<file path="src/sv/oqr_pkg.sv">
package oqr_pkg;

   localparam int ID_W          = 16;
   localparam int STATUS_W      = 2;
   localparam int DEPTH_DEFAULT = 64;

   typedef enum logic [1:0] {
      CMD_APPEND = 2'd0,
      CMD_REMOVE = 2'd1,
      CMD_DUMP   = 2'd2,
      CMD_NONE   = 2'd3
   } cmd_type;

   typedef enum logic [STATUS_W-1:0] {
      STAT_OK        = 2'd0,
      STAT_NOT_FOUND = 2'd1,
      STAT_FULL      = 2'd2,
      STAT_EMPTY     = 2'd3
   } status_type;

   typedef enum logic [1:0] {
      OP_HOLD   = 2'd0,
      OP_APPEND = 2'd1,
      OP_REMOVE = 2'd2,
      OP_ROTATE = 2'd3
   } cell_op_type;

   typedef enum logic {
      ST_IDLE = 1'b0,
      ST_DUMP = 1'b1
   } state_type;

   typedef struct packed {
      cell_op_type     op;
      logic [ID_W-1:0] ident;
   } cell_ctrl_type;

endpackage

</file>
<file path="src/sv/oqr_cell.sv">
module oqr_cell
   import oqr_pkg::*;
(
   input  logic            clock,
   input  logic            reset,
   input  cell_ctrl_type   ctrl,
   input  logic [ID_W-1:0] head,
   input  logic            prev_valid,
   input  logic            next_valid,
   input  logic [ID_W-1:0] next_data,
   input  logic            hit_in,
   output logic            hit_out,
   output logic            valid,
   output logic [ID_W-1:0] data
);

   logic            valid_ff, valid_in;
   logic [ID_W-1:0] data_ff, data_in;

   // hit_out is high from the first matching cell onward
   assign hit_out = hit_in | (valid_ff && data_ff == ctrl.ident);
   assign valid   = valid_ff;
   assign data    = data_ff;

   always_comb begin
      valid_in = valid_ff;
      data_in  = data_ff;
      unique case (ctrl.op)
         OP_APPEND: begin
            if (!valid_ff && prev_valid) begin
               valid_in = 1'b1;
               data_in  = ctrl.ident;
            end
         end
         OP_REMOVE: begin
            if (hit_out) begin
               valid_in = next_valid;
               data_in  = next_data;
            end
         end
         OP_ROTATE: begin
            // tail cell takes the head, the others take their neighbor
            if (valid_ff) begin
               data_in = next_valid ? next_data : head;
            end
         end
         default: begin
         end
      endcase
   end

   always_ff @(posedge clock) begin
      if (reset) begin
         valid_ff <= 1'b0;
      end else begin
         valid_ff <= valid_in;
      end
   end

   always_ff @(posedge clock) begin
      data_ff <= data_in;
   end

endmodule

</file>
<file path="src/sv/oqr_ctrl.sv">
module oqr_ctrl
   import oqr_pkg::*;
#(
   parameter int DEPTH = DEPTH_DEFAULT
)
(
   input  logic                clock,
   input  logic                reset,
   input  logic                start,
   output logic                busy,
   input  logic [1:0]          req_command,
   input  logic [ID_W-1:0]     req_ident,
   input  logic                full,
   input  logic                found,
   input  logic [ID_W-1:0]     head,
   output cell_ctrl_type       ctrl,
   output logic                rsp_strobe,
   output logic [ID_W-1:0]     rsp_entry,
   output logic [STATUS_W-1:0] rsp_status,
   output logic                rsp_last
);

   localparam int CNT_W = $clog2(DEPTH + 1);

   state_type       state_ff, state_in;
   logic [CNT_W-1:0] fill_ff, fill_in;
   logic [CNT_W-1:0] count_ff, count_in;
   logic            strobe_ff, strobe_in;
   logic [ID_W-1:0] entry_ff, entry_in;
   status_type      status_ff, status_in;
   logic            last_ff, last_in;
   cmd_type         cmd;

   assign cmd        = cmd_type'(req_command);
   assign busy       = (state_ff == ST_DUMP);
   assign rsp_strobe = strobe_ff;
   assign rsp_entry  = entry_ff;
   assign rsp_status = status_ff;
   assign rsp_last   = last_ff;

   always_comb begin
      state_in   = state_ff;
      fill_in    = fill_ff;
      count_in   = count_ff;
      strobe_in  = 1'b0;
      entry_in   = req_ident;
      status_in  = STAT_OK;
      last_in    = 1'b1;
      ctrl.op    = OP_HOLD;
      ctrl.ident = req_ident;
      unique case (state_ff)
         ST_IDLE: begin
            if (start) begin
               unique case (cmd)
                  CMD_APPEND: begin
                     ctrl.op   = OP_APPEND;
                     strobe_in = 1'b1;
                     if (full) begin
                        status_in = STAT_FULL;
                     end else begin
                        fill_in = fill_ff + CNT_W'(1);
                     end
                  end
                  CMD_REMOVE: begin
                     ctrl.op   = OP_REMOVE;
                     strobe_in = 1'b1;
                     if (found) begin
                        fill_in = fill_ff - CNT_W'(1);
                     end else begin
                        status_in = STAT_NOT_FOUND;
                     end
                  end
                  CMD_DUMP: begin
                     if (fill_ff == '0) begin
                        strobe_in = 1'b1;
                        entry_in  = '0;
                        status_in = STAT_EMPTY;
                     end else begin
                        state_in = ST_DUMP;
                        count_in = fill_ff;
                     end
                  end
                  default: begin
                  end
               endcase
            end
         end
         ST_DUMP: begin
            // emit head and rotate; after fill steps the order is restored
            ctrl.op   = OP_ROTATE;
            strobe_in = 1'b1;
            entry_in  = head;
            last_in   = (count_ff == CNT_W'(1));
            count_in  = count_ff - CNT_W'(1);
            if (count_ff == CNT_W'(1)) begin
               state_in = ST_IDLE;
            end
         end
         default: begin
         end
      endcase
   end

   always_ff @(posedge clock) begin
      if (reset) begin
         state_ff  <= ST_IDLE;
         fill_ff   <= '0;
         count_ff  <= '0;
         strobe_ff <= 1'b0;
      end else begin
         state_ff  <= state_in;
         fill_ff   <= fill_in;
         count_ff  <= count_in;
         strobe_ff <= strobe_in;
      end
   end

   always_ff @(posedge clock) begin
      entry_ff  <= entry_in;
      status_ff <= status_in;
      last_ff   <= last_in;
   end

endmodule

</file>
<file path="src/sv/ordered_queue_remove_by_value_unit.sv">
// Channel   Ports                                        Handshake
// request   start, busy, req_command, req_ident          taken when start && !busy
// response  rsp_strobe, rsp_entry, rsp_status, rsp_last  one cycle per strobe, no stall
//
// Append and remove update the cell row in the cycle they are taken; the
// response shows in the next cycle and a new request may follow at once.
// A dump of a non-empty queue keeps busy high while the row rotates one place
// a cycle and the head cell streams out, until every entry has been sent once.
// Synchronous reset empties the queue; the response side cannot stall.
module ordered_queue_remove_by_value_unit
   import oqr_pkg::*;
#(
   parameter int DEPTH = DEPTH_DEFAULT
)
(
   input  logic                clock,
   input  logic                reset,
   input  logic                start,
   output logic                busy,
   input  logic [1:0]          req_command,
   input  logic [ID_W-1:0]     req_ident,
   output logic                rsp_strobe,
   output logic [ID_W-1:0]     rsp_entry,
   output logic [STATUS_W-1:0] rsp_status,
   output logic                rsp_last
);

   cell_ctrl_type   ctrl;
   logic            valid_w [DEPTH];
   logic [ID_W-1:0] data_w  [DEPTH];
   logic            hit_w   [DEPTH+1];

   assign hit_w[0] = 1'b0;

   for (genvar i = 0; i < DEPTH; i++) begin : g_cell
      logic            prev_valid;
      logic            next_valid;
      logic [ID_W-1:0] next_data;

      if (i == 0) begin : g_first
         assign prev_valid = 1'b1;
      end else begin : g_mid
         assign prev_valid = valid_w[i-1];
      end

      if (i == DEPTH - 1) begin : g_end
         assign next_valid = 1'b0;
         assign next_data  = data_w[i];
      end else begin : g_inner
         assign next_valid = valid_w[i+1];
         assign next_data  = data_w[i+1];
      end

      oqr_cell u_cell (
         .clock      (clock),
         .reset      (reset),
         .ctrl       (ctrl),
         .head       (data_w[0]),
         .prev_valid (prev_valid),
         .next_valid (next_valid),
         .next_data  (next_data),
         .hit_in     (hit_w[i]),
         .hit_out    (hit_w[i+1]),
         .valid      (valid_w[i]),
         .data       (data_w[i])
      );
   end

   oqr_ctrl #(
      .DEPTH (DEPTH)
   ) u_ctrl (
      .clock       (clock),
      .reset       (reset),
      .start       (start),
      .busy        (busy),
      .req_command (req_command),
      .req_ident   (req_ident),
      .full        (valid_w[DEPTH-1]),
      .found       (hit_w[DEPTH]),
      .head        (data_w[0]),
      .ctrl        (ctrl),
      .rsp_strobe  (rsp_strobe),
      .rsp_entry   (rsp_entry),
      .rsp_status  (rsp_status),
      .rsp_last    (rsp_last)
   );

endmodule

</file>
<file path="config.mk">
export PLATFORM = sky130hd
export DESIGN_NAME = ordered_queue_remove_by_value_unit
export DESIGN_NICKNAME = d
export VERILOG_FILES = /design/src/sv/oqr_pkg.sv /design/src/sv/oqr_cell.sv /design/src/sv/oqr_ctrl.sv /design/src/sv/ordered_queue_remove_by_value_unit.sv
export SDC_FILE = /design/constraint.sdc
export NUM_CORES = 2
export LEC_CHECK = 0
export BUFFER_PORTS_ARGS = -buffer_cell sky130_fd_sc_hd__clkbuf_2
export CORE_MARGIN = 2
export CORE_UTILIZATION = 55
export CTS_BUF_LIST = sky130_fd_sc_hd__clkbuf_16
export CTS_CLUSTER_DIAMETER = 120
export DETAILED_ROUTE_END_ITERATION = 10
export PLACE_DENSITY = 0.71
export REMOVE_ABC_BUFFERS = 1
export SLEW_MARGIN = 40
export SYNTH_ARGS = -nofsm -noshare
export SYNTH_HDL_FRONTEND = slang
export SYNTH_HIERARCHICAL = 1
export SYNTH_SLANG_ARGS = --single-unit
</file>
<file path="constraint.sdc">
create_clock -name clock -period 27 [get_ports clock]
set_input_delay 5.4 -clock clock [delete_from_list [all_inputs] [get_ports clock]]
set_output_delay 5.4 -clock clock [all_outputs]
set_load 0.01 [all_outputs]
</file>
==> reports/metrics.yaml <==
synth_cell_types: 66
hold_viol_final: 0
irDropWorstVdd_mv: 0.0742
setup_tns_ps: 0
seq_area_frac_synth: 0.439
fmax_mhz: 43.2
dp_cells: 8632
num-nets-final: 7013
slowest_delay_ps: 490
yosys_most_used_dff: "edfxtp_1"
grt_pass1_wl_mm: 325
path_clk_slew_ps: 60
rows: 135
cts.sinks: 1123
critical-path-slowest-cell: "buf_4"
cp_top_family: "compound AO/OA/AOI/OAI gates"
grt_pass1_vias: 54400
dr.first_iter.drc_count: 5763
synth-seq-cells: 1123
tritoncts: "built"
critPathMaxFanout: 25
worst_slew_pin_slew_ps: 912
nFillCells: 11000
clk_latency_ps: 790
fp.dieW_um: 372
syn_inst: 7088
n_antenna_cell: 0
route.detailed.drc: 0
ctsHtreeMaxLevel: 4
skew_ps: 31.3
yosys.area.top_type: "edfxtp_1"
cp-start-kind: "input pin"
layout.cells.non_filler: 8878
leakagePower_nw: 32.4
status: "finished, final reports clean"
viasPerCell: 6.32
antenna_found_initial: 0
drt-total-wl_mm: 211
required_ps: 27670
rsz0062_at_grt: "no"
grt_start_max_net_pins: 226
area_growth_pct: 8.36
globalRouteTotalUtil: 0.300
dpl.hpwl_mm: 129
finalSetupViolCount: 0
crit_path_end_kind: "register"
min_path_type: "register to register"
syn-mean-instance-area_um2: 10.5
maxCapViolations: 0
period_minus_slack_ps: 23150
slew_violations: 0
io_buffers: 41
netlist_area_um2: 74600
final_layout_size_suffix_gt1_frac: 0.0900
cts_hold_buf: 0
cts_root_buf: "clkbuf_16"
coreArea_um2: 135000
power_density_nw_per_um2: 59.9
num_vias: 56100
fp.dieH_um: 372
cts_buffer_depth: 3
synth_top_area_share: 0.412
synthArstFlopShare: 0
postCtsResizedCells: 0
worstPathArrival_ps: 23820
io_pins: 42
numCtsBuffers: 133
maxSlewHeadroom: 0.392
ys_top_cells_by_area: "edfxtp_1, mux2i_1, xor2_1"
wire_per_inst_um: 23.8
critical_path_class: "input pin to register"
gp_congestion: 0.888
synth-warning-count: 6
drt_pass1_iterations: 8
crit_top_cell: "o21bai_1"
crit_buf_inv: 2
grt-ovfl-total: 0
min_period_over_period: 0.857
ant_nets: 0
postCtsSetupBuffers: 0
start_util: 0.553
synth-edff-count: 1024
fin_hold_ws_ps: 491
dieArea_um2: 139000
worst min-delay path, delay by kind of cell, from the launching register on:
family / cells / cell delay (ps)
and+or+nand+nor: 1 / 70
DFF: 1 / 320
AOI/OAI and AO/OA: 1 / 50
routing by layer:
layer	vias to the layer above	wire (um)	track usage
li1	26000	-	-
met1	27400	89100	0.407
met2	2279	100000	0.494
met3	426	15000	0.0404
met4	0	6860	0.100
met5	-	0	0
worst paths after layout:
path | from | cells past startpoint | slack (ps) | end
setup / recovery | req_ident[2] | 73 | 3850 | u_ctrl/fill_ff[5]
hold / removal | u_ctrl/count_ff[3] | 2 | 490 | u_ctrl/count_ff[3]
setup reg to reg | g_cell[0].u_cell/data[11] | 72 | 8340 | u_ctrl/fill_ff[5]
hold reg to reg | u_ctrl/count_ff[3] | 2 | 490 | u_ctrl/count_ff[3]
kinds of logic (layout without fill, tap and decap cells):
kind of cell | Yosys count | count (layout) | share of synthesized area
AOI/OAI and AO/OA | 1520 | 1520 | 0.116
other | 2 | 8 | 0.000101
adders and majority gates | 3 | 3 | 0.000503
buffers and inverters | 481 | 484 | 0.0326
DFF | 1123 | 1123 | 0.439
muxes | 1030 | 1030 | 0.138
xor gates and xnor gates | 1026 | 1026 | 0.120
and+or+nand+nor | 1903 | 1903 | 0.153
layout by cell type, fill, tap and decap left out, types with 27 or more instances in the layout:
cell type / netlist / final
mux2i_1: 1025 / 1025
buf_6: 25 / 30
nand4_1: 92 / 92
nor4bb_1: 39 / 39
edfxtp_1: 1024 / 1024
clkinv_1: 0 / 35
nor4_2: 40 / 40
xnor2_1: 329 / 329
buf_4: 80 / 106
a21oi_1: 1066 / 1066
nor4_1: 27 / 27
nand2b_2: 0 / 63
xor2_1: 697 / 697
nor3b_1: 65 / 65
nor3_2: 63 / 63
nor2_1: 1036 / 1036
nand3_1: 110 / 110
o22ai_1: 39 / 39
a311oi_1: 39 / 39
nor4_4: 78 / 78
and4_1: 48 / 48
a21boi_0: 39 / 39
nand3b_1: 104 / 104
clkbuf_16: 0 / 138
a31oi_1: 104 / 103
dfxtp_1: 99 / 99
o21bai_1: 42 / 40
inv_1: 68 / 93
or3_1: 81 / 81
Yosys cell counts (all sizes together), types with 65 or more instances:
cell type  count
nand4         92
nand3        111
edfxtp      1024
mux2i       1025
a21oi       1066
nand3b       104
nand2b        71
nor3b         65
a31oi        104
xnor2        329
xor2         697
nor3          65
dfxtp         99
inv           68
clkbuf       197
nor2        1036
buf          216
nor4         145
or3           81
stage by stage:
stage / area [um2] / worst slack, ps / power, W / util
after floorplan: 72400 / -64580 / 0.00356 / -
after global placement: 76100 / 4050 / 0.00308 / 0.564
after detailed placement: 76500 / 3630 / 0.00310 / 0.567
after CTS: 80700 / 4430 / 0.00485 / 0.598
after global routing: 80800 / 3000 / 0.00502 / 0.599
final: 80800 / 3850 / 0.00484 / 0.599
state kept, by name, indices dropped and copies added, names as in the netlist:
| name | cells |
|---|---|
| g_cell.u_cell/data | 1024 |
| u_ctrl/rsp_last | 1 |
| u_ctrl/busy | 1 |
| u_ctrl/fill_ff | 7 |
| g_cell.u_cell/valid | 64 |
| u_ctrl/rsp_status | 2 |
| u_ctrl/rsp_entry | 16 |
| u_ctrl/count_ff | 7 |
| u_ctrl/rsp_strobe | 1 |
area by class of cell:
type                            count  area, um2  share of cell area
Clock buffer                      138       3450              0.0427
Clock inverter                    105        736             0.00910
Inverter                           68        255             0.00316
Multi-Input combinational cell   5490      39900               0.494
Sequential cell                  1123      32700               0.405
Tap cell                         1781       2230              0.0276
Timing Repair Buffer              173       1520              0.0188
where the power goes:
part           switching (W)  leakage [nW]  internal (W)  total, W
Clock               0.000750          2.15       0.00100   0.00175
Sequential          0.000105          10.1       0.00205   0.00215
Combinational       0.000593          20.1      0.000345  0.000938
Total                0.00145          32.4       0.00339   0.00484
(Power assumes the default switching activity.)
